### config.mk
export PLATFORM = sky130hd
export DESIGN_NAME = nrmc_queue
export DESIGN_NICKNAME = d
export VERILOG_FILES = /design/src/hw/rtl/nrmc_pkg.sv /design/src/hw/rtl/nrmc_queue.sv
export SDC_FILE = /design/constraint.sdc
export NUM_CORES = 1
export LEC_CHECK = 0
export BUFFER_PORTS_ARGS = -buffer_cell sky130_fd_sc_hd__buf_4
export CAP_MARGIN = 20
export CELL_PAD_IN_SITES_DETAIL_PLACEMENT = 1
export CELL_PAD_IN_SITES_GLOBAL_PLACEMENT = 1
export CORE_ASPECT_RATIO = 0.9
export CORE_UTILIZATION = 30
export DETAILED_ROUTE_END_ITERATION = 10
export PLACE_DENSITY = 0.58
export SLEW_MARGIN = 25
export SYNTH_ARGS = -nofsm -noshare
export SYNTH_HDL_FRONTEND = slang
export SYNTH_SLANG_ARGS = --single-unit
### constraint.sdc
create_clock -name clk_i -period 5.1 [get_ports clk_i]
set_clock_uncertainty 0.05 [all_clocks]
set_input_delay 1.02 -clock clk_i [delete_from_list [all_inputs] [get_ports clk_i]]
set_output_delay 1.02 -clock clk_i [all_outputs]
set_load 0.02 [all_outputs]
### src/hw/rtl/nrmc_pkg.sv
// ----------------------------------------------------------------------------
// nrmc_pkg: shared types and constants for the nearest-time GNRMC fix finder
// Record layout between the line parser and the fix selector, character
// codes, fixed-point scale factors and output limits.
// ----------------------------------------------------------------------------
package nrmc_pkg;

  localparam int TimeBits      = 48;
  localparam int CfgBits       = 48;
  localparam int CfgIdxBits    = 1;
  localparam int MinFracDigits = 5;
  localparam int QueueDepth    = 4;

  // decimal powers, used for sizing and for minute scaling
  function automatic logic [63:0] pow10(input int unsigned n);
    logic [63:0] r;
    unique case (n)
      0:       r = 64'd1;
      1:       r = 64'd10;
      2:       r = 64'd100;
      3:       r = 64'd1000;
      4:       r = 64'd10000;
      5:       r = 64'd100000;
      6:       r = 64'd1000000;
      7:       r = 64'd10000000;
      8:       r = 64'd100000000;
      9:       r = 64'd1000000000;
      default: r = 64'd1;
    endcase
    return r;
  endfunction

  localparam int MinBits    = $clog2(pow10(MinFracDigits + 2));
  localparam int FracBits   = $clog2(MinFracDigits + 1);
  localparam int LatDegBits = 7;
  localparam int LonDegBits = 10;
  localparam int LatDegLen  = 2;
  localparam int LonDegLen  = 3;

  // degree conversion: e7 part of the minutes is (m * 10^(7-frac) + 30) / 60
  localparam int  ScaleBits  = 24;
  localparam int  ProdBits   = 30;
  localparam int  RecipBits  = 31;
  localparam int  RecipShift = 36;
  localparam logic [RecipBits-1:0] Recip60 = RecipBits'(((64'd1 << RecipShift) + 64'd59) / 64'd60);
  localparam int  PartBits   = ProdBits + RecipBits - RecipShift;
  localparam int  E7Bits     = 34;
  localparam logic [E7Bits-1:0] DegScale = E7Bits'(10000000);
  localparam logic [E7Bits-1:0] LatLimit = E7Bits'(900000000);
  localparam logic [E7Bits-1:0] LonLimit = E7Bits'(1800000000);
  localparam logic [31:0]       NotFoundE7 = 32'hFF67_6980;  // -10000000

  // characters
  localparam logic [7:0] ChNewline = 8'd10;
  localparam logic [7:0] ChTab     = 8'd9;
  localparam logic [7:0] ChVt      = 8'd11;
  localparam logic [7:0] ChFf      = 8'd12;
  localparam logic [7:0] ChCr      = 8'd13;
  localparam logic [7:0] ChSpace   = 8'h20;
  localparam logic [7:0] ChPlus    = 8'h2B;
  localparam logic [7:0] ChComma   = 8'h2C;
  localparam logic [7:0] ChDot     = 8'h2E;
  localparam logic [7:0] ChZero    = 8'h30;
  localparam logic [7:0] ChNine    = 8'h39;
  localparam logic [7:0] ChDollar  = 8'h24;
  localparam logic [7:0] ChS       = 8'h53;
  localparam logic [7:0] ChW       = 8'h57;

  localparam int TagLen     = 6;
  localparam int TagIdxBits = 3;
  localparam logic [7:0] TagText [TagLen] = '{8'h24, 8'h47, 8'h4E, 8'h52, 8'h4D, 8'h43};

  // comma field numbers
  localparam logic [3:0] FieldLat = 4'd3;
  localparam logic [3:0] FieldNs  = 4'd4;
  localparam logic [3:0] FieldLon = 4'd5;
  localparam logic [3:0] FieldEw  = 4'd6;
  localparam logic [3:0] FieldMax = 4'd15;

  typedef enum logic [1:0] {
    NUM_BLANK,
    NUM_SIGN,
    NUM_DIGITS,
    NUM_DONE
  } num_state_e;

  typedef enum logic [1:0] {
    REC_TIME,
    REC_FIX,
    REC_SKIP
  } rec_kind_e;

  typedef enum logic [CfgIdxBits-1:0] {
    CFG_QUERY_TIME   = 1'b0,
    CFG_MATCH_WINDOW = 1'b1
  } cfg_index_e;

  typedef struct packed {
    logic [LonDegBits-1:0] deg;
    logic [MinBits-1:0]    minutes;
    logic [FracBits-1:0]   frac;
    logic                  neg;
  } coord_t;

  typedef struct packed {
    coord_t lat;
    coord_t lon;
  } fix_t;

  // one closed line
  typedef struct packed {
    logic                is_last;
    rec_kind_e           kind;
    logic [TimeBits-1:0] time_us;
    fix_t                fix;
  } rec_t;

  // scan outcome handed to the degree converter
  typedef struct packed {
    logic found;
    fix_t fix;
  } verdict_t;

endpackage

### src/hw/rtl/nrmc_queue.sv
// ----------------------------------------------------------------------------
// nrmc_queue: line record queue
// Small first-in first-out buffer between the parser and the fix selector.
// ----------------------------------------------------------------------------
module nrmc_queue #(
  parameter int unsigned DEPTH = nrmc_pkg::QueueDepth
) (
  input  logic           clk_i,
  input  logic           rst_ni,
  input  logic           push_i,
  input  nrmc_pkg::rec_t rec_i,
  output logic           full_o,
  input  logic           pop_i,
  output logic           valid_o,
  output nrmc_pkg::rec_t rec_o
);
  import nrmc_pkg::*;

  localparam int PtrBits = (DEPTH > 1) ? $clog2(DEPTH) : 1;
  localparam int CntBits = $clog2(DEPTH + 1);

  rec_t               mem_q [DEPTH];
  logic [PtrBits-1:0] wr_ptr_q, wr_ptr_d, rd_ptr_q, rd_ptr_d;
  logic [CntBits-1:0] count_q, count_d;

  always_comb begin
    valid_o  = (count_q != '0);
    full_o   = (count_q == CntBits'(DEPTH));
    rec_o    = mem_q[rd_ptr_q];
    wr_ptr_d = wr_ptr_q;
    rd_ptr_d = rd_ptr_q;
    count_d  = count_q;
    if (push_i) begin
      wr_ptr_d = (wr_ptr_q == PtrBits'(DEPTH - 1)) ? '0 : wr_ptr_q + PtrBits'(1);
    end
    if (pop_i) begin
      rd_ptr_d = (rd_ptr_q == PtrBits'(DEPTH - 1)) ? '0 : rd_ptr_q + PtrBits'(1);
    end
    if (push_i && !pop_i)      count_d = count_q + CntBits'(1);
    else if (pop_i && !push_i) count_d = count_q - CntBits'(1);
  end

  always_ff @(posedge clk_i or negedge rst_ni) begin
    if (!rst_ni) begin
      wr_ptr_q <= '0;
      rd_ptr_q <= '0;
      count_q  <= '0;
    end else begin
      wr_ptr_q <= wr_ptr_d;
      rd_ptr_q <= rd_ptr_d;
      count_q  <= count_d;
    end
  end

  always_ff @(posedge clk_i) begin
    if (push_i) mem_q[wr_ptr_q] <= rec_i;
  end

endmodule

---- Word level (Yosys, flattened, before mapping) ----
Memory sizes are Yosys's and may differ from the RTL's.
Cells that the tools add are included.
word-level totals
  input port bits ......................... 131
  memories kept ........................... 1
  bits in writable memories ............... 508
  register bits after elaboration ......... 7
  output and inout bits ................... 129
memory list
  memory  depth  bits a word  read ports  clocked after memory_dff  wr ports  RTL line          text
  mem_q   4      127          1           0                         1         nrmc_queue.sv:22  rec_t mem_q [DEPTH];
cells by class
  muxes and demuxes ....................... 6
  equal/unequal tests ..................... 3
  reduce and logical (&&, ||, !) cells .... 6
  $add $sub $neg .......................... 4
operator list
  kind                                                                number
  3-bit 2-to-1 mux                                                    2
  2-bit by 1-bit adder with 2-bit output, second input constant       2
  2-bit == test, second input constant                                2
  2-bit 2-to-1 mux                                                    2
  3-bit by 1-bit adder with 3-bit output, second input constant       1
  3-bit == test, second input constant                                1
  3-bit nonzero test                                                  1
  3-bit by 1-bit subtractor with 3-bit output, second input constant  1
  1-bit logical AND                                                   2
  1-bit zero test                                                     2
  1-bit 2-to-1 mux                                                    2
  2-bit nonzero test                                                  1

---- Depth between registers and ports, before layout ----
  word-level depth ........................ 4
  depth in mapped cells ................... 7

---- Least setup slack after synthesis ----
No wires, ideal clock.
  path type ............................... in2reg
  from .................................... in push_i
  to ...................................... mem mem_q[0][0] in the netlist's numbering (enable)
  cell stages on the path ................. 1
  arrival time ............................ 3.931 ns
  path slack .............................. 0.619 ns
  setup time .............................. 0.501 ns
  cell sequence ........................... and2_1
between the ends
  cells in the longest elaborated chain, start to end .. 2
ends and longest elaborated chain
  element                                 RTL line          text
  start: declaration                      nrmc_queue.sv:10  input logic push_i,
  1-bit 2-to-1 mux                        nrmc_queue.sv:56  if (push_i) mem_q[wr_ptr_q] <= rec_i;
  1-bit 2-to-1 mux (implied by the code)  nrmc_queue.sv:56
  end: declaration                        nrmc_queue.sv:22
No other way between the ends.

==> metrics.txt <==
H-tree depth 2; slowest CP cell dfrtp_4; Post-CTS Setup Bufs 0; Max Clock Freq 267 MHz; Yosys reg bits 515; Pre-Repair DR Iteration Count 6; MaxCap Viol Count 0; Max Slew Vio Count 0; setup TNS 0 ns; multi-input logic area 0.00309 sq mm; Layout Cells excl Fill 1891; Synth area leaders edfxtp_1, mux4_2, dfrtp_1; maximum fanout along the worst path 37; Post-Syn Area per Cell 26.8 sq um; # rows 86; CTS max path bufs 3; hpwl dp 23.3 mm; Ys Warns 0; DRT iter0 DRCs 456; R2R setup slack 2.93 ns; worst r2r dst mem_q[3][27]; vias in the first global route 9248; CTS buffer count 55; Core Area 0.0615 sq mm; crit path capture type primary output; crit path cell chain buf_4 > mux4_2 > buf_4; Post-CTS Resized 0; Rel. slew slack 43.2%; status finished clean; worst slew pin tran 0.851 ns; Hold Vio Cnt, Final 0; critical path launch point type flip-flop; Final ANT Viol Nets 0; pin count of the biggest net entering global routing 82; sequential share of the synthesized area 82.3%; Die Width 266 microns; Starting Density 30.5%; Pwr per Cell Area 598 mW/mm^2; Leak 0.00792 uW; R2R Path Start wr_ptr_q[0]; R2R cell count 3; CP delay by family, top flip-flops; IO Port Bufs 259; Routability Congestion 0.668; drt drc 0; Netlist Area Pre-Place 0.0188 sq mm; share of layout cells above drive strength 1 47.0%; # IOs 260; nets@finish 1146; Crit Path Class reg -> out; Yosys top cell by area edfxtp_1; IR Drop Worst-Case VDD 0.349 mV; # setup viols final 0; clk_lat worst skew 0.58 ns; Vias per Instance 4.45; Clock Pin Slew Worst Setup and Hold Paths 0.06 ns; Overall Global Routing Usage 12.5%; period utilization 73.4%; fillers 5921; dpl cells 1787; Die ar. 0.0635 sq mm; storage element area 0.0154 sq mm; min-delay worst type in -> async; TritonCTS clock tree built; Clock Sinks 515; first-pass GRT wire length 59.1 mm; gr ovfl total 0; WP buf/inv 2; Top cell by count, worst path buf_4; final wirelength 40.2 mm; WL/cell 21.2 microns; hold slack 0.198 ns; WP data arrival 2.67 ns; CTS root buffer clkbuf_16; initial antenna violation count 2; crit-path max cell delay 0.97 ns; Die Y 239 microns; Layout area overhead 25.8%; total number of vias 8419; Worst EP required 4.03 ns; Synth Instances 700; unrepaired setup endpoints after global routing no; Yosys top cell area share 81.4%; post-synth net total 838; synth unique cells 19; # hold bufs at CTS 0; fin crit period 3.74 ns
per-layer routing:
layer	track usage, %	wire (microns)	vias up
met2	20.4	19600	213
met3	3.75	2640	67
met4	3.71	801	4
met5	0	21	-
met1	16.2	17100	4485
li1	-	-	3650
worst register-to-register path: stages (launching register included):
cell and delay [ns]:
dfrtp_1 0.39, ha_1 0.18, and2_4 0.64, buf_12 0.39
metrics by stage:
step / utilization [%] / area (sq um) / setup slack [ns] / total power, uW
6_report: 38.3 / 23600 / 1.36 / 14100
5_1_grt: 38.3 / 23600 / 1.10 / 14800
4_1_cts: 38.3 / 23600 / 1.18 / 14400
3_5_place_dp: 35.4 / 21800 / 1.85 / 10400
3_3_place_gp: 35.4 / 21800 / 1.86 / 10300
2_1_floorplan: - / 18800 / 0.619 / 8580
layout make-up:
class | instances | area share (%)
Antenna cell | 1 | 0.0106
Clock buffer | 67 | 6.21
Clock inverter | 36 | 1.40
Inverter | 4 | 0.0637
Multi-Input combinational cell | 153 | 13.1
Sequential cell | 515 | 65.5
Tap cell | 836 | 4.44
Timing Repair Buffer | 279 | 9.31
cell families after synthesis:
logic type	synth area share [%]
mux	15.4
buf+inv	1.27
compound gates	0.0534
fa+ha+maj	0.507
flops	82.3
simple gates	0.307
xor+xnor	0.140
cells in the final DEF (no fill, tap or decap):
cell type   instances
ha_1                6
edfxtp_1          508
clkinv_2           12
bufinv_16           6
mux2_2              3
xor2_1              2
clkinv_4            2
dfrtp_1             5
buf_12              8
fa_1                1
nand2_1             2
or3_1               1
mux4_2            127
dfrtp_4             2
o21ai_0             2
clkbuf_1           10
clkinvlp_4          3
xnor2_1             1
buf_4             271
diode_2             1
and2_4              4
clkinv_1           13
nor2_1              3
inv_1               4
clkbuf_16          57
nor3b_1             1
where the power goes:
part	switching (uW)	total [uW]	internal, uW
Clock	1600	3930	2340
Sequential	316	5740	5420
Combinational	2390	4430	2030
Total	4300	14100	9800
Yosys cell counts, drive strengths merged:
library cell	n
and2	4
buf	27
clkbuf	1
dfrtp	7
edfxtp	508
fa	1
ha	6
inv	4
mux2	3
mux4	127
nand2	2
nor2	3
nor3b	1
o21ai	2
or3	1
xnor2	1
xor2	2
worst max-delay path by stage:
| stage | start | to | slack [ns] | cells past startpoint |
|---|---|---|---|---|
| after floorplan | push_i | mem_q[0][0] | 0.62 | 1 |
| after global placement | rd_ptr_q[0] | rec_o[17] | 1.86 | 3 |
| after detailed placement | rd_ptr_q[0] | rec_o[12] | 1.85 | 3 |
| after CTS | rd_ptr_q[0] | rec_o[12] | 1.18 | 3 |
| after global routing | rd_ptr_q[0] | rec_o[12] | 1.10 | 3 |
| final | rd_ptr_q[0] | rec_o[12] | 1.36 | 3 |
registers in the layout, indices dropped and copies added (netlist names):
signal    cells
mem_q       508
rd_ptr_q      2
count_q       3
wr_ptr_q      2
No activity file was read; power rests on OpenSTA's default activity.
