$ cat config.mk
export PLATFORM = sky130hd
export DESIGN_NAME = nrmc_convert
export DESIGN_NICKNAME = d
export VERILOG_FILES = /design/src/hw/rtl/nrmc_pkg.sv /design/src/hw/rtl/nrmc_convert.sv
export SDC_FILE = /design/constraint.sdc
export NUM_CORES = 2
export LEC_CHECK = 0
export ABC_AREA = 1
export BUFFER_PORTS_ARGS = -buffer_cell sky130_fd_sc_hd__buf_2
export CORE_UTILIZATION = 30
export DETAILED_ROUTE_END_ITERATION = 8
export HOLD_SLACK_MARGIN = 0.1
export PLACE_DENSITY_LB_ADDON = 0.25
export SETUP_SLACK_MARGIN = 0.2
export SYNTH_ARGS = -nofsm -noshare
export SYNTH_HDL_FRONTEND = slang
export SYNTH_SLANG_ARGS = --single-unit
$ cat constraint.sdc
create_clock -name clk_i -period 10.2 [get_ports clk_i]
set_input_delay 1.02 -clock clk_i [delete_from_list [all_inputs] [get_ports clk_i]]
set_output_delay 1.02 -clock clk_i [all_outputs]
set_load 0.01 [all_outputs]
$ cat src/hw/rtl/nrmc_pkg.sv
// ----------------------------------------------------------------------------
// nrmc_pkg: shared types and constants for the nearest-time GNRMC fix finder
// Record layout between the line parser and the fix selector, character
// codes, fixed-point scale factors and output limits.
// ----------------------------------------------------------------------------
package nrmc_pkg;

  localparam int TimeBits      = 48;
  localparam int CfgBits       = 48;
  localparam int CfgIdxBits    = 1;
  localparam int MinFracDigits = 5;
  localparam int QueueDepth    = 4;

  // decimal powers, used for sizing and for minute scaling
  function automatic logic [63:0] pow10(input int unsigned n);
    logic [63:0] r;
    unique case (n)
      0:       r = 64'd1;
      1:       r = 64'd10;
      2:       r = 64'd100;
      3:       r = 64'd1000;
      4:       r = 64'd10000;
      5:       r = 64'd100000;
      6:       r = 64'd1000000;
      7:       r = 64'd10000000;
      8:       r = 64'd100000000;
      9:       r = 64'd1000000000;
      default: r = 64'd1;
    endcase
    return r;
  endfunction

  localparam int MinBits    = $clog2(pow10(MinFracDigits + 2));
  localparam int FracBits   = $clog2(MinFracDigits + 1);
  localparam int LatDegBits = 7;
  localparam int LonDegBits = 10;
  localparam int LatDegLen  = 2;
  localparam int LonDegLen  = 3;

  // degree conversion: e7 part of the minutes is (m * 10^(7-frac) + 30) / 60
  localparam int  ScaleBits  = 24;
  localparam int  ProdBits   = 30;
  localparam int  RecipBits  = 31;
  localparam int  RecipShift = 36;
  localparam logic [RecipBits-1:0] Recip60 = RecipBits'(((64'd1 << RecipShift) + 64'd59) / 64'd60);
  localparam int  PartBits   = ProdBits + RecipBits - RecipShift;
  localparam int  E7Bits     = 34;
  localparam logic [E7Bits-1:0] DegScale = E7Bits'(10000000);
  localparam logic [E7Bits-1:0] LatLimit = E7Bits'(900000000);
  localparam logic [E7Bits-1:0] LonLimit = E7Bits'(1800000000);
  localparam logic [31:0]       NotFoundE7 = 32'hFF67_6980;  // -10000000

  // characters
  localparam logic [7:0] ChNewline = 8'd10;
  localparam logic [7:0] ChTab     = 8'd9;
  localparam logic [7:0] ChVt      = 8'd11;
  localparam logic [7:0] ChFf      = 8'd12;
  localparam logic [7:0] ChCr      = 8'd13;
  localparam logic [7:0] ChSpace   = 8'h20;
  localparam logic [7:0] ChPlus    = 8'h2B;
  localparam logic [7:0] ChComma   = 8'h2C;
  localparam logic [7:0] ChDot     = 8'h2E;
  localparam logic [7:0] ChZero    = 8'h30;
  localparam logic [7:0] ChNine    = 8'h39;
  localparam logic [7:0] ChDollar  = 8'h24;
  localparam logic [7:0] ChS       = 8'h53;
  localparam logic [7:0] ChW       = 8'h57;

  localparam int TagLen     = 6;
  localparam int TagIdxBits = 3;
  localparam logic [7:0] TagText [TagLen] = '{8'h24, 8'h47, 8'h4E, 8'h52, 8'h4D, 8'h43};

  // comma field numbers
  localparam logic [3:0] FieldLat = 4'd3;
  localparam logic [3:0] FieldNs  = 4'd4;
  localparam logic [3:0] FieldLon = 4'd5;
  localparam logic [3:0] FieldEw  = 4'd6;
  localparam logic [3:0] FieldMax = 4'd15;

  typedef enum logic [1:0] {
    NUM_BLANK,
    NUM_SIGN,
    NUM_DIGITS,
    NUM_DONE
  } num_state_e;

  typedef enum logic [1:0] {
    REC_TIME,
    REC_FIX,
    REC_SKIP
  } rec_kind_e;

  typedef enum logic [CfgIdxBits-1:0] {
    CFG_QUERY_TIME   = 1'b0,
    CFG_MATCH_WINDOW = 1'b1
  } cfg_index_e;

  typedef struct packed {
    logic [LonDegBits-1:0] deg;
    logic [MinBits-1:0]    minutes;
    logic [FracBits-1:0]   frac;
    logic                  neg;
  } coord_t;

  typedef struct packed {
    coord_t lat;
    coord_t lon;
  } fix_t;

  // one closed line
  typedef struct packed {
    logic                is_last;
    rec_kind_e           kind;
    logic [TimeBits-1:0] time_us;
    fix_t                fix;
  } rec_t;

  // scan outcome handed to the degree converter
  typedef struct packed {
    logic found;
    fix_t fix;
  } verdict_t;

endpackage

$ cat src/hw/rtl/nrmc_convert.sv
// ----------------------------------------------------------------------------
// nrmc_convert: degree converter
// Turns degrees and scaled minutes into 1e-7 degree units with round to
// nearest, saturation and hemisphere sign, in four stages.
// ----------------------------------------------------------------------------
module nrmc_convert (
  input  logic               clk_i,
  input  logic               rst_ni,
  input  logic               vd_valid_i,
  input  nrmc_pkg::verdict_t vd_i,
  output logic               vd_ready_o,
  output logic               out_valid_o,
  input  logic               out_stall_i,
  output logic               found_o,
  output logic signed [30:0] latitude_e7_o,
  output logic signed [31:0] longitude_e7_o
);
  import nrmc_pkg::*;

  logic en;
  coord_t lane [2];

  logic                        v1_q, v2_q, v3_q, out_valid_q;
  logic                        f1_q, f2_q, f3_q;
  logic                        neg1_q [2], neg2_q [2], neg3_q [2];
  logic [ProdBits-1:0]         x1_q [2];
  logic [E7Bits-1:0]           dp1_q [2], dp2_q [2], mag3_q [2];
  logic [PartBits-1:0]         part2_q [2];
  logic [MinBits+ScaleBits-1:0] scaled [2];
  logic [ScaleBits-1:0]        scale [2];
  logic [ProdBits+RecipBits-1:0] recip [2];
  logic [E7Bits-1:0]           lim [2], sat [2], sval [2];
  logic                        found_q;
  logic [30:0]                 lat_q;
  logic [31:0]                 lon_q;

  always_comb begin
    en         = !(out_valid_q && out_stall_i);
    vd_ready_o = en;
    lane[0]    = vd_i.fix.lat;
    lane[1]    = vd_i.fix.lon;
    lim[0]     = LatLimit;
    lim[1]     = LonLimit;
    for (int i = 0; i < 2; i++) begin
      scale[i]  = ScaleBits'(pow10(32'd7 - 32'(lane[i].frac)));
      scaled[i] = lane[i].minutes * scale[i];
      // divide by 60 through a reciprocal, exact for all 30 bit inputs
      recip[i]  = x1_q[i] * Recip60;
      sat[i]    = (mag3_q[i] > lim[i]) ? lim[i] : mag3_q[i];
      sval[i]   = neg3_q[i] ? (~sat[i] + E7Bits'(1)) : sat[i];
    end
  end

  always_ff @(posedge clk_i or negedge rst_ni) begin
    if (!rst_ni) begin
      v1_q        <= 1'b0;
      v2_q        <= 1'b0;
      v3_q        <= 1'b0;
      out_valid_q <= 1'b0;
    end else if (en) begin
      v1_q        <= vd_valid_i;
      v2_q        <= v1_q;
      v3_q        <= v2_q;
      out_valid_q <= v3_q;
    end
  end

  always_ff @(posedge clk_i) begin
    if (en) begin
      f1_q    <= vd_i.found;
      f2_q    <= f1_q;
      f3_q    <= f2_q;
      found_q <= f3_q;
      for (int i = 0; i < 2; i++) begin
        x1_q[i]    <= ProdBits'(scaled[i]) + ProdBits'(30);
        dp1_q[i]   <= E7Bits'(lane[i].deg) * DegScale;
        neg1_q[i]  <= lane[i].neg;
        part2_q[i] <= recip[i][ProdBits+RecipBits-1:RecipShift];
        dp2_q[i]   <= dp1_q[i];
        neg2_q[i]  <= neg1_q[i];
        mag3_q[i]  <= dp2_q[i] + E7Bits'(part2_q[i]);
        neg3_q[i]  <= neg2_q[i];
      end
      lat_q <= f3_q ? sval[0][30:0] : NotFoundE7[30:0];
      lon_q <= f3_q ? sval[1][31:0] : NotFoundE7;
    end
  end

  assign out_valid_o    = out_valid_q;
  assign found_o        = found_q;
  assign latitude_e7_o  = $signed(lat_q);
  assign longitude_e7_o = $signed(lon_q);

endmodule

# Yosys cells after proc, flatten, opt, wreduce, memory -nomap -nowiden
# Memories as Yosys holds them, arrays and structs flattened.
# Cells that the tools add are included.
dict set report word_totals {
  register_bits 71
  latch_bits 0
  mem_bits_rw 306
  mem_bits_ro 960
  output_inout_bits 66
  memories 10
}
dict set report classes {
  add_sub_neg 8
  n_mul 6
  div_mod_pow 0
  n_lt_le_gt_ge 2
  n_eq_ne 0
  shifts 0
  mux 7
  n_bitwise 2
  reduce_logical 4
}
# name words word_bits read_ports rd_ports_with_merged_regs write_ports line
set memory_table {}
lappend memory_table {{(no name shown)} 16 30 1 0 0 nrmc_pkg.sv:17} ;# unique case (n)
lappend memory_table {{(no name shown)} 16 30 1 0 0 nrmc_pkg.sv:17}
lappend memory_table {dp2_q 2 34 2 0 2 nrmc_convert.sv:27} ;# logic [E7Bits-1:0] dp1_q [2], dp2_q [2], mag3_q [2];
lappend memory_table {mag3_q 2 34 2 0 2 nrmc_convert.sv:27}
lappend memory_table {x1_q 2 30 2 0 2 nrmc_convert.sv:26} ;# logic [ProdBits-1:0] x1_q [2];
lappend memory_table {dp1_q 2 27 2 0 2 nrmc_convert.sv:27}
lappend memory_table {{+4 memories} -- -- -- -- -- --}
# operator count
set ops {}
lappend ops {{30-bit by 31-bit multiplier with 61-bit output (second input constant)} 2}
lappend ops {{34-bit by 25-bit adder with 34-bit output} 2}
lappend ops {{32-bit 2-to-1 mux} 2}
lappend ops {{31-bit 2-to-1 mux} 2}
lappend ops {{30-bit by 5-bit adder with 30-bit output (second input constant)} 2}
lappend ops {{24-bit by 24-bit multiplier with 30-bit output} 2}
lappend ops {{28-bit logical NOT} 2}
lappend ops {{10-bit by 17-bit multiplier with 27-bit output (second input constant)} 2}
lappend ops {{24-bit 2-to-1 mux} 2}
lappend ops {{34-bit by 30-bit > comparator with 1-bit output (second input constant)} 1}
lappend ops {{34-bit by 31-bit > comparator with 1-bit output (second input constant)} 1}
lappend ops {{32-bit by 1-bit adder with 32-bit output (second input constant)} 1}
lappend ops {{32-bit NOT} 1}
lappend ops {{31-bit by 1-bit adder with 31-bit output (second input constant)} 1}
lappend ops {{31-bit NOT} 1}
lappend ops {{3-bit by 3-bit subtractor with 4-bit output (first input constant)} 2}
lappend ops {{1-bit logical AND} 1}
lappend ops {{1-bit logical NOT} 1}
lappend ops {{1-bit 2-to-1 mux} 1}

# Longest topological paths before layout
# An unclocked memory read counts as a cell.
dict set report logic_depth {
  depth_word 6
  ltp_mapped 33
  depth_no_buf 32
}

# Worst setup path before layout
# Ideal clock, no wire load.
dict set report synth_path {
  path_kind {input to register}
  startpoint {input port out_stall_i}
  endpoint {register v1_q}
  arrival_ns 9.836
  t_required_ns 10.093
  setup_slack_ns 0.257
  cell_stages 2
  path_cell_list {nand2_1 -> mux2_2}
}
dict set report synth_between {
  elab_chain_cells 1
}
# item line
set synth_rtl {}
lappend synth_rtl {{start, declared} nrmc_convert.sv:13} ;# input logic out_stall_i,
lappend synth_rtl {{1-bit logical AND} nrmc_convert.sv:38} ;# en = !(out_valid_q && out_stall_i);
lappend synth_rtl {{end signal, assigned} nrmc_convert.sv:61} ;# v1_q <= vd_valid_i;
lappend synth_rtl {{end, declared} nrmc_convert.sv:23} ;# logic v1_q, v2_q, v3_q, out_valid_q;
# No other way between the ends.
# A chain may end at the register's enable or synchronous reset.

==> flow_summary.ini <==
[yosys]
synth.distinct_cells = 62
syn-num-nets = 9274
synthFlopType = edfxtp_1
synth_edf_count = 359
netlist_area_um2 = 64100
async_flop_share = 0.0110
synth_cells = 7223
ys_ff_latch = 363
yosysSeqAreaShare = 0.170
ys_warn_count = 0
syn_avg_cell_area_um2 = 8.88

[placement]
io_buffers = 146
gp_congestion = 0.896
dp_hpwl_um = 152000

[detailed_routing]
viasPerCell = 4.57
route.detailed.drc = 36
wl_per_cell_um = 17.1
drt_iter0_markers = 2391
highest_layer = met4
wl_met1_um = 84400
antenna_left = 0
met3WireLength_um = 6330
vias = 46500
first_pass_iters = 9
wl_um = 174000
dr_wl_met2_um = 79300

[die]
core-area_um2 = 212000
row_count = 169
initial_utilization = 0.302
ios = 147
die_h_um = 464
die-area_um2 = 216000
die_x_um = 464

[flow_run]
max_cap_viol_count = 0

[worst_setup_path]
cp_max_fo = 17
required_ns = 10.54
ff2ff_path_depth = 26
path_class = in2reg
r2r_end = part2_q[0][48]$_DFFE_PN_
rrSetupSlack_ns = 3.31
worstSetupEndpointType = register
crit_arrival_ns = 8.41
cp-start-kind = input port
crit-reg2reg-launch = x1_q[0][59]$_DFFE_PN_

[sta]
finalWorstPathRequiredPeriod_ns = 8.07
max_slew_margin = 0.209
whs_ns = 0.220
hold_viol = 0
worst_pin_slew_ns = 1.18
fmax_mhz = 124
grt_setup_unrepaired = no
tns_ns = 0
slew_violations = 0
finalCritPeriodShare = 0.791
setup_violations = 0
finalClockSkew_ns = 0.0324

[layout]
syn2layout_area_growth_pct = 8.13
nFillCells = 22500
post-route-util = 0.327
final_common_cell = inv_1
num-nets-final = 9383
drive_above_1_share = 0.0406
layout_common_cells = 1,813 x inv_1, 1,054 x ha_1, 916 x fa_1, 837 x nor2_1, 818 x nand2_1

[worst_hold_path]
hp-class = in2async

[global_route]
grt_first_pass_wirelength_um = 277000
grt_max_degree = 153
antenna_found_initial = 0
grt_pass1_vias = 49400
grt_usage = 0.163
overflow = 0

[clock_tree]
htree_levels = 2
clockBufferDepth = 3
hold_buffers = 0
ctsResizeCount = 0
clk_latency_ns = 0.62
root_buffer = clkbuf_16
clk_pin_slew_ns = 0.06
cts_num_sinks = 363
cts_buffers = 39
post_cts_buffers = 0
cts_tree = done

[run_status]
status = finished with violations
violations = DRC
metrics by stage:
step	worst slack, ns	instance area (um^2)	std cells
after floorplan	0.257	64100	7223
after global routing	1.78	69400	10200
after global placement	1.78	68100	10100
after detailed placement	1.63	68100	10100
final	2.13	69400	10200
after CTS	2.29	69400	10200
Yosys cell counts, types with 5 or more instances:
library cell / count / area share
clkinv_1: 9 / 0.00053
nand3_1: 176 / 0.014
a21boi_0: 12 / 0.0014
o21bai_1: 18 / 0.0021
xor2_1: 155 / 0.021
buf_6: 7 / 0.0012
nor4_1: 20 / 0.0020
nor2_2: 19 / 0.0019
nor3_1: 45 / 0.0035
buf_1: 9 / 0.00053
buf_2: 7 / 0.00055
a221oi_1: 5 / 0.00068
o211ai_1: 18 / 0.0021
nand2_2: 11 / 0.0011
xnor2_1: 90 / 0.012
clkbuf_1: 76 / 0.0044
o21ai_0: 188 / 0.015
fa_1: 916 / 0.29
nor2_1: 837 / 0.049
nand3b_1: 10 / 0.0012
nor2_4: 7 / 0.0012
edfxtp_1: 359 / 0.17
inv_2: 13 / 0.00076
and3_1: 6 / 0.00059
inv_1: 1813 / 0.11
nand4_1: 58 / 0.0057
a21o_1: 28 / 0.0033
nand2_1: 819 / 0.048
o21a_1: 22 / 0.0026
a31oi_1: 46 / 0.0045
ha_1: 1054 / 0.21
o21ai_1: 15 / 0.0012
a21oi_1: 299 / 0.023
sequential cells by signal (all words and copies together), names as in the netlist, 2 cells and up:
name            flops
neg3_q              2
latitude_e7_o      31
neg2_q              2
x1_q               60
part2_q            50
neg1_q              2
mag3_q             68
longitude_e7_o     32
dp2_q              54
dp1_q              54
per-layer routing:
metal | GRT usage | vias to the layer above
li1 | - | 22700
met1 | 0.229 | 22700
met2 | 0.268 | 937
met3 | 0.0127 | 182
met4 | 0.0409 | 0
met5 | 0 | -
critical path, cell delays in order:
cell,delay [ns]
buf_2,0.15
inv_1,0.11
ha_1,0.22
inv_1,0.09
o21ai_2,0.40
clkinv_1,0.66
nor2_1,0.33
fa_1,0.48
fa_1,0.51
inv_1,0.05
fa_1,0.49
fa_1,0.51
inv_1,0.04
ha_1,0.31
fa_1,0.54
inv_1,0.05
fa_1,0.52
inv_1,0.04
ha_1,0.36
a21oi_1,0.15
o21ai_0,0.18
a21oi_1,0.17
o21ai_0,0.22
a21o_1,0.27
a21oi_1,0.23
o21ai_0,0.13
xor2_1,0.15
final cells by class:
| type | count | area [um^2] | area share |
|---|---|---|---|
| antenna | 1 | 2.50 | 0.0000361 |
| multi-input combinational | 4924 | 45900 | 0.662 |
| sequential | 363 | 10900 | 0.157 |
| clock inverter | 23 | 205 | 0.00296 |
| tap | 2821 | 3530 | 0.0509 |
| timing repair buffer | 168 | 908 | 0.0131 |
| clock buffer | 46 | 1000 | 0.0145 |
| inverter | 1836 | 6900 | 0.0994 |
kinds of logic after synthesis:
kind of cell    after synthesis  synth area share
compound gates              680            0.0602
fa+ha+maj                  1970             0.492
xor+xnor                    246            0.0337
simple gates               2026             0.130
flops                       363             0.170
buf+inv                    1936             0.114
mux                           2          0.000351
worst max-delay path by stage:
stage / from / end / cells past startpoint
final: vd_i[40] / x1_q[0][26]$_DFFE_PN_ / 27
after global routing: vd_i[40] / x1_q[0][23]$_DFFE_PN_ / 26
after CTS: vd_i[40] / x1_q[0][26]$_DFFE_PN_ / 27
after detailed placement: vd_i[40] / x1_q[0][26]$_DFFE_PN_ / 27
after global placement: vd_i[40] / x1_q[0][26]$_DFFE_PN_ / 27
after floorplan: out_stall_i / v1_q$_DFFE_PN0N_ / 2
Power is not shown: default switching activity piles up to over one toggle a cycle in this logic, so the estimate is an artifact.
