## config.mk

```make
export PLATFORM = sky130hd
export DESIGN_NAME = nrmc_back
export DESIGN_NICKNAME = d
export VERILOG_FILES = /design/src/hw/rtl/nrmc_pkg.sv /design/src/hw/rtl/nrmc_back.sv
export SDC_FILE = /design/constraint.sdc
export NUM_CORES = 1
export LEC_CHECK = 0
export BUFFER_PORTS_ARGS = -buffer_cell sky130_fd_sc_hd__buf_4
export CAP_MARGIN = 0
export CORE_AREA = 2 2 209 211
export DETAILED_ROUTE_END_ITERATION = 6
export DIE_AREA = 0 0 211 213
export PLACE_DENSITY_LB_ADDON = 0.1
export SETUP_SLACK_MARGIN = 0.1
export SYNTH_ARGS = -nofsm -noshare
export SYNTH_HDL_FRONTEND = slang
export SYNTH_SLANG_ARGS = --single-unit
```

## constraint.sdc

```tcl
create_clock -name clk_i -period 4.67 [get_ports clk_i]
set_input_delay 0.7005 -clock clk_i [delete_from_list [all_inputs] [get_ports clk_i]]
set_output_delay 0.7005 -clock clk_i [all_outputs]
set_load 0.05 [all_outputs]
```

## src/hw/rtl/nrmc_pkg.sv

```systemverilog
// ----------------------------------------------------------------------------
// nrmc_pkg: shared types and constants for the nearest-time GNRMC fix finder
// Record layout between the line parser and the fix selector, character
// codes, fixed-point scale factors and output limits.
// ----------------------------------------------------------------------------
package nrmc_pkg;

  localparam int TimeBits      = 48;
  localparam int CfgBits       = 48;
  localparam int CfgIdxBits    = 1;
  localparam int MinFracDigits = 5;
  localparam int QueueDepth    = 4;

  // decimal powers, used for sizing and for minute scaling
  function automatic logic [63:0] pow10(input int unsigned n);
    logic [63:0] r;
    unique case (n)
      0:       r = 64'd1;
      1:       r = 64'd10;
      2:       r = 64'd100;
      3:       r = 64'd1000;
      4:       r = 64'd10000;
      5:       r = 64'd100000;
      6:       r = 64'd1000000;
      7:       r = 64'd10000000;
      8:       r = 64'd100000000;
      9:       r = 64'd1000000000;
      default: r = 64'd1;
    endcase
    return r;
  endfunction

  localparam int MinBits    = $clog2(pow10(MinFracDigits + 2));
  localparam int FracBits   = $clog2(MinFracDigits + 1);
  localparam int LatDegBits = 7;
  localparam int LonDegBits = 10;
  localparam int LatDegLen  = 2;
  localparam int LonDegLen  = 3;

  // degree conversion: e7 part of the minutes is (m * 10^(7-frac) + 30) / 60
  localparam int  ScaleBits  = 24;
  localparam int  ProdBits   = 30;
  localparam int  RecipBits  = 31;
  localparam int  RecipShift = 36;
  localparam logic [RecipBits-1:0] Recip60 = RecipBits'(((64'd1 << RecipShift) + 64'd59) / 64'd60);
  localparam int  PartBits   = ProdBits + RecipBits - RecipShift;
  localparam int  E7Bits     = 34;
  localparam logic [E7Bits-1:0] DegScale = E7Bits'(10000000);
  localparam logic [E7Bits-1:0] LatLimit = E7Bits'(900000000);
  localparam logic [E7Bits-1:0] LonLimit = E7Bits'(1800000000);
  localparam logic [31:0]       NotFoundE7 = 32'hFF67_6980;  // -10000000

  // characters
  localparam logic [7:0] ChNewline = 8'd10;
  localparam logic [7:0] ChTab     = 8'd9;
  localparam logic [7:0] ChVt      = 8'd11;
  localparam logic [7:0] ChFf      = 8'd12;
  localparam logic [7:0] ChCr      = 8'd13;
  localparam logic [7:0] ChSpace   = 8'h20;
  localparam logic [7:0] ChPlus    = 8'h2B;
  localparam logic [7:0] ChComma   = 8'h2C;
  localparam logic [7:0] ChDot     = 8'h2E;
  localparam logic [7:0] ChZero    = 8'h30;
  localparam logic [7:0] ChNine    = 8'h39;
  localparam logic [7:0] ChDollar  = 8'h24;
  localparam logic [7:0] ChS       = 8'h53;
  localparam logic [7:0] ChW       = 8'h57;

  localparam int TagLen     = 6;
  localparam int TagIdxBits = 3;
  localparam logic [7:0] TagText [TagLen] = '{8'h24, 8'h47, 8'h4E, 8'h52, 8'h4D, 8'h43};

  // comma field numbers
  localparam logic [3:0] FieldLat = 4'd3;
  localparam logic [3:0] FieldNs  = 4'd4;
  localparam logic [3:0] FieldLon = 4'd5;
  localparam logic [3:0] FieldEw  = 4'd6;
  localparam logic [3:0] FieldMax = 4'd15;

  typedef enum logic [1:0] {
    NUM_BLANK,
    NUM_SIGN,
    NUM_DIGITS,
    NUM_DONE
  } num_state_e;

  typedef enum logic [1:0] {
    REC_TIME,
    REC_FIX,
    REC_SKIP
  } rec_kind_e;

  typedef enum logic [CfgIdxBits-1:0] {
    CFG_QUERY_TIME   = 1'b0,
    CFG_MATCH_WINDOW = 1'b1
  } cfg_index_e;

  typedef struct packed {
    logic [LonDegBits-1:0] deg;
    logic [MinBits-1:0]    minutes;
    logic [FracBits-1:0]   frac;
    logic                  neg;
  } coord_t;

  typedef struct packed {
    coord_t lat;
    coord_t lon;
  } fix_t;

  // one closed line
  typedef struct packed {
    logic                is_last;
    rec_kind_e           kind;
    logic [TimeBits-1:0] time_us;
    fix_t                fix;
  } rec_t;

  // scan outcome handed to the degree converter
  typedef struct packed {
    logic found;
    fix_t fix;
  } verdict_t;

endpackage

```

## src/hw/rtl/nrmc_back.sv

```systemverilog
// ----------------------------------------------------------------------------
// nrmc_back: fix selector
// Applies line records in order: timestamp lines set the current time, valid
// sentences compete on distance to the query, the final record ends the scan.
// ----------------------------------------------------------------------------
module nrmc_back (
  input  logic                          clk_i,
  input  logic                          rst_ni,
  input  logic                          cfg_we_i,
  input  logic [nrmc_pkg::CfgIdxBits-1:0] cfg_index_i,
  input  logic [nrmc_pkg::CfgBits-1:0]  cfg_wdata_i,
  input  logic                          rec_valid_i,
  input  nrmc_pkg::rec_t                rec_i,
  output logic                          pop_o,
  output logic                          vd_valid_o,
  output nrmc_pkg::verdict_t            vd_o,
  input  logic                          vd_ready_i
);
  import nrmc_pkg::*;

  logic [CfgBits-1:0]  query_q, window_q;
  logic [TimeBits-1:0] query_t, prev_q, prev_d, cand_diff;
  logic                cand_inwin;

  // selector stage
  logic                b_valid_q, b_valid_d;
  logic                b_last_q, b_fix_q, b_inwin_q;
  logic [TimeBits-1:0] b_diff_q;
  fix_t                b_coord_q;
  logic                b_ready, b_fire, win;

  // best fix so far
  logic                best_valid_q, best_valid_d;
  logic [TimeBits-1:0] best_diff_q, best_diff_d;
  logic                best_inwin_q;
  fix_t                best_fix_q;

  always_ff @(posedge clk_i or negedge rst_ni) begin
    if (!rst_ni) begin
      query_q  <= '0;
      window_q <= CfgBits'(1000000);
    end else if (cfg_we_i) begin
      unique case (cfg_index_e'(cfg_index_i))
        CFG_QUERY_TIME:   query_q  <= cfg_wdata_i;
        CFG_MATCH_WINDOW: window_q <= cfg_wdata_i;
        default:          query_q  <= query_q;
      endcase
    end
  end

  always_comb begin
    query_t    = query_q[TimeBits-1:0];
    cand_diff  = (prev_q >= query_t) ? (prev_q - query_t) : (query_t - prev_q);
    cand_inwin = (CfgBits'(cand_diff) <= window_q);

    b_ready = !b_valid_q || !b_last_q || vd_ready_i;
    pop_o   = rec_valid_i && b_ready;
    b_fire  = b_valid_q && b_ready;

    b_valid_d = b_ready ? pop_o : b_valid_q;

    prev_d = prev_q;
    if (pop_o) begin
      if (rec_i.kind == REC_TIME) prev_d = rec_i.time_us;
      if (rec_i.is_last)          prev_d = '0;
    end

    // strict compare keeps the earliest fix on a tie
    win = b_fix_q && (!best_valid_q || (b_diff_q < best_diff_q));

    best_valid_d = best_valid_q;
    best_diff_d  = best_diff_q;
    if (b_fire) begin
      if (win) begin
        best_valid_d = 1'b1;
        best_diff_d  = b_diff_q;
      end
      if (b_last_q) begin
        best_valid_d = 1'b0;
        best_diff_d  = '1;
      end
    end

    vd_valid_o = b_valid_q && b_last_q;
    vd_o.found = win ? b_inwin_q : (best_valid_q && best_inwin_q);
    vd_o.fix   = win ? b_coord_q : best_fix_q;
  end

  always_ff @(posedge clk_i or negedge rst_ni) begin
    if (!rst_ni) begin
      prev_q       <= '0;
      b_valid_q    <= 1'b0;
      best_valid_q <= 1'b0;
      best_diff_q  <= '1;
    end else begin
      prev_q       <= prev_d;
      b_valid_q    <= b_valid_d;
      best_valid_q <= best_valid_d;
      best_diff_q  <= best_diff_d;
    end
  end

  always_ff @(posedge clk_i) begin
    if (pop_o) begin
      b_last_q  <= rec_i.is_last;
      b_fix_q   <= (rec_i.kind == REC_FIX);
      b_diff_q  <= cand_diff;
      b_inwin_q <= cand_inwin;
      b_coord_q <= rec_i.fix;
    end
    if (b_fire && win) begin
      best_inwin_q <= b_inwin_q;
      best_fix_q   <= b_coord_q;
    end
  end

endmodule

```

---- Word level (Yosys, flattened, before mapping) ----
Index checks and enable logic that the tools add are counted.
word-level totals
  bits in registers ....................... 398
  input port bits ......................... 181
  output and inout port bits .............. 79
cells by class
  add/subtract/negate cells ............... 2
  magnitude comparators ................... 3
  equality and inequality tests ........... 1
  mux-type cells .......................... 9
  bitwise logic cells ..................... 1
  reduce and logical (&&, ||, !) cells .... 19
operators by type and width
  cell                                                 number
  2-to-1 mux 48 bit                                    5
  subtractor 48 bit                                    2
  2-to-1 mux 76 bit                                    1
  greater-or-equal comparator 48 bit                   1
  less-or-equal comparator 48 bit                      1
  < comparator 48 bit                                  1
  AND reduction 2 bit                                  4
  logical AND 1 bit                                    6
  nonzero test 2 bit                                   2
  logical NOT 1 bit                                    3
  logical OR 1 bit                                     3
  2-to-1 mux 1 bit                                     3
  equality test 2 x 1 -> 1 bit, second input constant  1
  logical NOT 2 bit                                    1
  inverter 1 bit                                       1

---- Longest topological paths before layout ----
Gate-level depths: netlist of run 1.
  word-level depth ........................ 5
  depth in mapped cells ................... 26
  mapped depth without buffers ............ 25

---- Least setup slack after synthesis of run 1 ----
Ideal clock, no wire load.
  path type ............................... register -> register
  start ................................... reg b_valid_q
  end ..................................... reg prev_q[45]
  arrival ................................. 5,533 ps
  data required time ...................... 4,534 ps
  path slack .............................. -999 ps
  cell stages (with the launch flop) ...... 9
  path buffers ............................ 2
  period minus slack after synthesis ...... 5,669 ps
  cells stage by stage .................... dfrtp_1 and2_1 nand2b_1 and2_1 o21ai_1 clkbuf_1 clkbuf_1 nand2_1 o21ai_0
on the way
  word-level cells in the longest chain between the ends .. 5
RTL lines
  item                                  line             RTL
  from (decl)                           nrmc_back.sv:26  logic b_valid_q, b_valid_d;
  from (signal assigned)                nrmc_back.sv:97  b_valid_q <= b_valid_d;
  logical NOT 1 bit                     nrmc_back.sv:56  b_ready = !b_valid_q || !b_last_q || vd_ready_i;
  logical OR 1 bit (2 in series)        nrmc_back.sv:56
  logical AND 1 bit                     nrmc_back.sv:57  pop_o = rec_valid_i && b_ready;
  net pop_o                             nrmc_back.sv:14  output logic pop_o,
  AND reduction 2 bit (no source line)  n/a
  to (signal assigned)                  nrmc_back.sv:96  prev_q <= prev_d;
  to (decl)                             nrmc_back.sv:22  logic [TimeBits-1:0] query_t, prev_q, prev_d, cand_diff;
The timed path passes the listed nets, and every way through them passes these cells.
A chain may end at the register's enable or synchronous reset.

---- Worst setup path in the final report of run 1 ----
  start ................................... reg prev_q[1]
  end ..................................... reg b_inwin_q (data pin)
on the way
  word-level cells in the longest chain between the ends .. 3
RTL lines
  item                                                                            line              RTL
  subtractor 48 bit / greater-or-equal comparator 48 bit (equally long branches)  nrmc_back.sv:53   cand_diff = (prev_q >= query_t) ? (prev_q - query_t) : (query_t - prev_q);
  2-to-1 mux 48 bit (*)                                                           nrmc_back.sv:53
  net cand_diff[29]                                                               nrmc_back.sv:22
  less-or-equal comparator 48 bit (*)                                             nrmc_back.sv:54   cand_inwin = (CfgBits'(cand_diff) <= window_q);
  net cand_inwin                                                                  nrmc_back.sv:23   logic cand_inwin;
  to (signal assigned)                                                            nrmc_back.sv:108  b_inwin_q <= cand_inwin;
  to (decl)                                                                       nrmc_back.sv:27   logic b_last_q, b_fix_q, b_inwin_q;
Mark *: on every way through the listed nets, which the timed path passes. The rest lies on a longest branch.

==> metrics.csv, run 1 <==
stage;metric;value;unit
detailed_routing;drtIter0Drc;1388;
floorplanning;io_pins;260;
clocking;clk_pin_slew;0.06;ns
power;power.switching;6.01;mW
setup_path;critPathMaxStageDelay;0.46;ns
synthesis;syn_inst;2185;
floorplanning;die_y;213;um
synthesis;syn_area;0.0229;sq mm
detailed_routing;via_count;18274;
finish;nFillCells;3322;
synthesis;yosysWarningCount;0;
power;ir_worst_vdd;0.000435;V
floorplanning;coreArea;0.0427;sq mm
timing;fin_crit;4.51;ns
finish;final_util;68.4;%
clocking;cts_root_buffer;clkbuf_16;
synthesis;syn_nets;2558;
clocking;cts_htree_levels;2;
setup_path;crit_path_end_kind;flop;
placed_design;hpwl;48700;um
detailed_routing;dr.pass1.iters;7;
setup_path;start_kind;flop;
timing;hold_viol_final;0;
clocking;cts_sinks;398;
power;p_leak;13.1;nW
finish;fin_nets;3017;
synthesis;ys_seq_area_share;48.3;%
timing;skew;0.0249;ns
finish;antenna_cells;0;
clocking;cts_buffer_depth;3;
power;total_power;15.9;mW
setup_path;crit_path_top_delay_cell;dfrtp_2;
timing;tightest_slew;1.00;ns
floorplanning;start_util;53.6;%
synthesis;synth_most_common_cell;inv_1;
detailed_routing;wl;65100;um
power;power_density;545;mW/mm^2
global_routing;grt_pass1_vias;18169;
setup_path;crit_chain;ha_1 -> nor2b_4 -> o2111ai_2 -> a211oi_2 -> nor4_4 -> o31a_1 -> o211a_4 -> o211a_1 -> o21bai_2 -> xnor2_2 -> ha_1 -> nand4_1 -> nor2_2 -> nand3_1 -> buf_4 -> o211ai_1 -> a21oi_2 -> a21boi_2 -> o21ai_1;
detailed_routing;drc_errors;1;
floorplanning;rows;76;
power;power.internal;9.90;mW
synthesis;yosysUniqueCellTypes;86;
clocking;clkLatencyLatePin;0.58;ns
setup_path;critPathKind;reg2reg;
detailed_routing;wire_per_inst;20.2;um
synthesis;synth_top_cell_by_area;edfxtp_1;
timing;whs;0.230;ns
timing;max_slew_margin;33.2;%
timing;setup_viol_count_final;0;
detailed_routing;drtAntennaViolNets;0;
synthesis;avgSynthCellArea;10.5;sq um
placed_design;dp.cells;3116;
synthesis;synth-edff-count;204;
synthesis;netlist.area_leader.share;26.8;%
floorplanning;die_w;211;um
finish;regArea;0.0111;sq mm
setup_path;crit_top_cell;ha_1;
finish;fin_cells;3223;
setup_path;cp_data_required_time;5.00;ns
power;sw_frac_of_total;37.8;%
timing;min_period_over_period;96.7;%
timing;drv_slew;0;
clocking;ctsHoldBuffers;0;
synthesis;synth_ff_type;edfxtp_1;
detailed_routing;vias_per_cell;5.67;
synthesis;ys_top_cells_by_area;edfxtp_1 (27%), dfrtp_1 (15%), ha_1 (10%), dfstp_2 (6.3%), mux2_2 (4.5%);
synthesis;ys_ff_latch;398;
clocking;cts_made_buffers;43;
setup_path;crit_fanout;4;
worst_hold_path;hold_path.class;in2async;
placed_design;io_buffers;259;
global_routing;grt_overflow;0;
global_routing;antenna_found_initial;1;
synthesis;synth_common_cells;inv_1 (219), edfxtp_1 (204), o21ai_0 (203);
global_routing;grt_util_all_layers;28.7;%
finish;drive_gt1_share;32.6;%
timing;fmax;222;MHz
setup_path;rrSetupSlack;0.16;ns
timing;grt_setup_unrepaired;true;
power;p_clk_share;21.9;%
outcome;violations;design-rule violations;
floorplanning;dieArea;0.0449;sq mm
global_routing;grt_first_pass_wirelength;100000;um
synthesis;ys_async_sr_fraction;48.7;%
global_routing;grt_max_degree;116;
placed_design;gp_congestion;0.972;
power;p_seq_share;30.8;%
clocking;cts_tree;yes;
outcome;status;finished with violations;
job;maxCapViolations;0;
power;combPwrFrac;47.2;%
timing;finalSetupTns;0;ns
finish;multi_input_area;0.0111;sq mm
finish;area.growth.synth_to_final;27.6;%
setup_path;crit_arrival;4.85;ns
[power by group through the flow]
stage	logic (mW)	clock network, mW	registers (mW)
after global routing	8.18	3.70	4.98
after floorplan	4.24	0	4.86
final	7.52	3.49	4.91
after CTS	7.02	3.57	4.90
after detailed placement	6.85	0	4.96
after global placement	6.74	0	4.93
[per-layer routing]
metal  track usage (%)  wire, um  up-vias
li1                  -         -     8722
met5                 0        13        -
met4              10.2      2180        2
met1              40.4     29400     8860
met2              44.9     29700      565
met3              5.12      3870      125
[kinds of logic after synthesis]
| group | Yosys count | share of synthesized area (%) |
|---|---|---|
| DFF | 398 | 48.3 |
| AOI/OAI and AO/OA | 656 | 17.7 |
| buffers and inverters | 327 | 5.86 |
| and+or+nand+nor | 433 | 9.28 |
| xor gates and xnor gates | 46 | 1.76 |
| muxes | 133 | 6.53 |
| adders and majority gates | 192 | 10.6 |
[final timing paths]
path / start / end / cells after the start
setup / recovery: prev_q[1]$_DFFE_PN0P_ / b_inwin_q$_DFFE_PP_ / 19
hold / removal: rst_ni / query_q[16]$_DFFE_PN0P_ / 1
setup reg to reg: prev_q[1]$_DFFE_PN0P_ / b_inwin_q$_DFFE_PP_ / 19
hold reg to reg: b_coord_q[19]$_DFFE_PP_ / best_fix_q[19]$_DFFE_PP_ / 0
max in group asynchronous: rst_ni / best_diff_q[32]$_DFFE_PN1P_ / 2
min in group clk_i: rec_i[38] / b_coord_q[38]$_DFFE_PP_ / 1
[cells in the final DEF, fill, tap and decap left out, drive strengths merged, types with 9 or more instances in the layout]
cell type / Yosys / layout
a21o: 73 / 73
a21oi: 165 / 165
a31oi: 59 / 59
and2: 9 / 9
buf: 54 / 520
clkbuf: 54 / 58
clkinv: 0 / 13
dfrtp: 139 / 139
dfstp: 55 / 55
edfxtp: 204 / 204
ha: 190 / 190
inv: 219 / 223
mux2: 126 / 126
nand2: 169 / 169
nand2b: 59 / 59
nand3: 26 / 26
nand4: 42 / 42
nor2: 66 / 66
nor2b: 17 / 17
nor3: 17 / 17
o211ai: 14 / 14
o21a: 24 / 24
o21ai: 221 / 221
o21bai: 32 / 32
xnor2: 29 / 29
xor2: 17 / 17
[stage by stage]
step	area [sq um]	worst slack [ns]
after floorplan	22900	0.437
after global placement	26800	-0.492
after detailed placement	26800	-0.451
after CTS	28500	0.0272
after global routing	29200	-0.0109
final	29200	0.155
[area by class of cell]
type                    count  share of cell area, %
multi-input cells        1460                   38.2
flip-flops and latches    398                   37.9
repair buffers            522                   13.9
clock buffers              56                   3.96
inverters                 219                   2.82
well taps                 546                   2.34
clock inverters            22                  0.939
[state kept, by name, summed over array words and instances, names as in the netlist]
signal / flops
best_diff_q: 48
window_q: 48
b_inwin_q: 1
prev_q: 48
best_fix_q: 76
b_fix_q: 1
b_valid_q: 1
b_diff_q: 48
best_inwin_q: 1
b_coord_q: 76
query_q: 48
best_valid_q: 1
b_last_q: 1
[worst max-delay path, delay by kind of cell, from the launching register on]
kind / cells / cell delay, ns
flip-flops: 1 / 0.46
adder cells (fa/ha/maj): 2 / 0.66
AND/OR/NAND/NOR: 5 / 0.66
AO/OA/AOI/OAI: 10 / 2.12
XOR/XNOR: 1 / 0.19
buffers and inverters: 1 / 0.16
[what timing repair did]
action | in CTS | in global routing
pin swaps | 6 | 67
gates resized for setup | 39 | 116
gates cloned | 0 | 1
buffers inserted | 4 | 25
setup endpoints to repair | 21 | 62
(Power assumes the default switching activity.)
==> run 2, diff against run 1 <==
CORE_AREA = 2 2 246 248   (was 2 2 209 211)
CTS_CLUSTER_SIZE = 20   (was not set)
DIE_AREA = 0 0 248 250   (was 0 0 211 213)
REMOVE_ABC_BUFFERS = 1   (was not set)
==> metrics.csv, run 2 (synthesis results as in run 1) <==
stage;metric;value;unit;change
outcome;status;completed;;
global_routing;grt_pass1_vias;18536;;+2.0%
timing;hold_viol_final;0;;unchanged
setup_path;start_kind;flop;;
setup_path;crit_fanout;13;;+9
floorplanning;dieArea;0.0620;sq mm;+38%
floorplanning;rows;90;;+18%
placed_design;io_buffers;259;;unchanged
global_routing;grt_first_pass_wirelength;105000;um;+4.7%
detailed_routing;wire_per_inst;19.8;um;-2.1%
clocking;cts_tree;yes;;
floorplanning;coreArea;0.0596;sq mm;+40%
placed_design;place_area;0.0271;sq mm;+1.1%
detailed_routing;drc_errors;0;;-1
timing;min_period_over_period;97.2;%;+0.48 points
power;p_clk_share;22.6;%;+0.7 points
timing;tightest_slew;1.05;ns;+0.0509 ns
timing;skew;0.0396;ns;+0.0146 ns
power;ir_worst_vdd;0.000337;V;-23%
placed_design;gp_congestion;0.926;;-4.8%
finish;final_util;49.4;%;-19 points
setup_path;crit_path_end_kind;flop;;
detailed_routing;drtIter0Drc;860;;-38%
clocking;cts_made_buffers;46;;+7.0%
setup_path;critPathKind;reg2reg;;
finish;fin_area;0.0294;sq mm;+0.73%
global_routing;grt_util_all_layers;21.7;%;-7.0 points
finish;layout.cells.most_common;buf_4;;
timing;grt_setup_unrepaired;true;;
detailed_routing;dr.pass1.iters;6;;-1
detailed_routing;vias_per_cell;5.16;;-9.0%
timing;setup_viol_count_final;0;;unchanged
power;p_seq_share;30.8;%;about the same
clocking;clkLatencyLatePin;0.61;ns;+0.03 ns
timing;drv_slew;0;;unchanged
global_routing;antenna_found_initial;2;;+1
floorplanning;start_util;38.4;%;-15 points
power;power.internal;9.87;mW;-0.37%
global_routing;grt_overflow;0;;unchanged
finish;area.growth.synth_to_final;28.6;%;
clocking;cts_buffer_depth;3;;unchanged
finish;final_cell_mix;buf_4 (502), inv_1 (219), edfxtp_1 (204);;
clocking;cts_htree_levels;2;;unchanged
clocking;ctsHoldBuffers;0;;unchanged
clocking;cts_root_buffer;clkbuf_16;;
power;p_leak;13.1;nW;+0.13%
job;maxCapViolations;0;;unchanged
finish;top_regs;b_coord_q (76), best_fix_q (76);;
timing;fmax;220;MHz;-0.49%
power;combPwrFrac;46.5;%;-0.7 points
finish;fin_nets;3015;;-0.066%
setup_path;cp_data_required_time;5.02;ns;+0.02 ns
timing;fin_crit;4.54;ns;+0.0224 ns
clocking;clk_pin_slew;0.05;ns;about the same
floorplanning;die_w;248;um;+18%
finish;drive_gt1_share;31.8;%;-0.86 points
global_routing;grt_max_degree;97;;-16%
placed_design;hpwl;50800;um;+4.3%
floorplanning;io_pins;260;;unchanged
timing;max_slew_margin;29.8;%;-3.4 points
placed_design;pre_cts_slack;-0.362;ns;+0.0882 ns
setup_path;crit_arrival;4.89;ns;+0.04 ns
power;power_density;541;mW/mm^2;-0.81%
power;power.switching;6.03;mW;+0.38%
power;sw_frac_of_total;37.9;%;+0.18 points
clocking;cts_sinks;398;;unchanged
timing;finalWorstSetupSlack;0.133;ns;-0.0224 ns
detailed_routing;drtAntennaViolNets;0;;unchanged
floorplanning;die_y;250;um;+17%
worst_hold_path;hold_path.class;in2async;;
detailed_routing;wl;68500;um;+5.2%
detailed_routing;via_count;17872;;-2.2%
-- run 2: changes by cell type in the layout (fill, tap and decap cells not counted), sizes merged, moves of 2 or more --
cell / change
clkbuf: +16
buf: -6
bufinv: -4
clkinv: -2
inv: -2
-- run 2: power groups by stage --
| stage | combinational [mW] | sequential [mW] | clock (mW) |
|---|---|---|---|
| after floorplan | 4.15 | 4.88 | 0 |
| after global placement | 6.84 | 4.94 | 0 |
| after detailed placement | 6.90 | 4.97 | 0 |
| after CTS | 7.14 | 4.91 | 3.72 |
| after global routing | 8.13 | 4.98 | 3.86 |
| final | 7.39 | 4.90 | 3.60 |
-- run 2: worst paths after layout --
kind | startpoint | end | slack (ns) | cells after the start
worst min-delay path | rst_ni | prev_q[14]$_DFFE_PN0P_ | 0.17 | 1
min in group clk_i | rec_i[74] | b_coord_q[74]$_DFFE_PP_ | 0.28 | 1
worst max-delay path | query_q[17]$_DFFE_PN0P_ | b_inwin_q$_DFFE_PP_ | 0.13 | 21
worst max register to register | query_q[17]$_DFFE_PN0P_ | b_inwin_q$_DFFE_PP_ | 0.13 | 21
max in group asynchronous | rst_ni | best_diff_q[44]$_DFFE_PN1P_ | 3.51 | 2
worst min register to register | b_coord_q[61]$_DFFE_PP_ | best_fix_q[61]$_DFFE_PP_ | 0.44 | 0
-- run 2: repair_timing --
| action | CTS | global route |
|---|---|---|
| pin swaps | 12 | 34 |
| gates cloned | 1 | 3 |
| setup endpoints to repair | 78 | 77 |
| resized for setup | 48 | 67 |
| endpoints found under the hold margin | 0 | 0 |
| buffers inserted | 5 | 12 |
-- run 2: worst max-delay path: stages, from the launching register on --
cell and delay [ns]:
dfrtp_1 0.35, inv_1 0.06, ha_1 0.31, a21oi_2 0.16, o21ai_1 0.13, a21o_1 0.26, a221o_1 0.40, o21ai_2 0.18
nand2_2 0.13, buf_8 0.18, buf_8 0.15, a21boi_1 0.34, xor2_1 0.19, ha_1 0.34, nand4_1 0.10, nor2_2 0.13
nand3_1 0.15, buf_4 0.16, o211ai_1 0.22, a21oi_2 0.11, a21boi_1 0.16, o21ai_1 0.07
-- run 2: per-stage QoR --
step                      power (mW)  instances  setup TNS (ns)  hold slack, ns
after detailed placement        11.9       3355          -0.362           0.428
after floorplan                 9.03       2077         -644.45           0.405
final                           15.9       3463               0           0.175
after global placement          11.8       3355          -0.286           0.424
after global routing            17.0       3462          -0.142           0.212
after CTS                       15.8       3447               0           0.183
-- run 2: layout make-up --
class                           instances  area, sq um
Fill cell                            5552        30200
Sequential cell                       398        11000
Multi-Input combinational cell       1460        11000
Timing Repair Buffer                  517         4030
Clock buffer                           71         1370
Tap cell                              782          978
Inverter                              219          822
Clock inverter                         15          148
Antenna cell                            1         2.50
-- run 2: layer usage --
layer / track usage (%) / share of wire, % / up-vias
li1: - / - / 8728
met1: 30.3 / 46 / 8613
met2: 34.6 / 46 / 419
met3: 3.57 / 5.3 / 110
met4: 6.48 / 2.6 / 2
met5: 0 / 0.019 / -
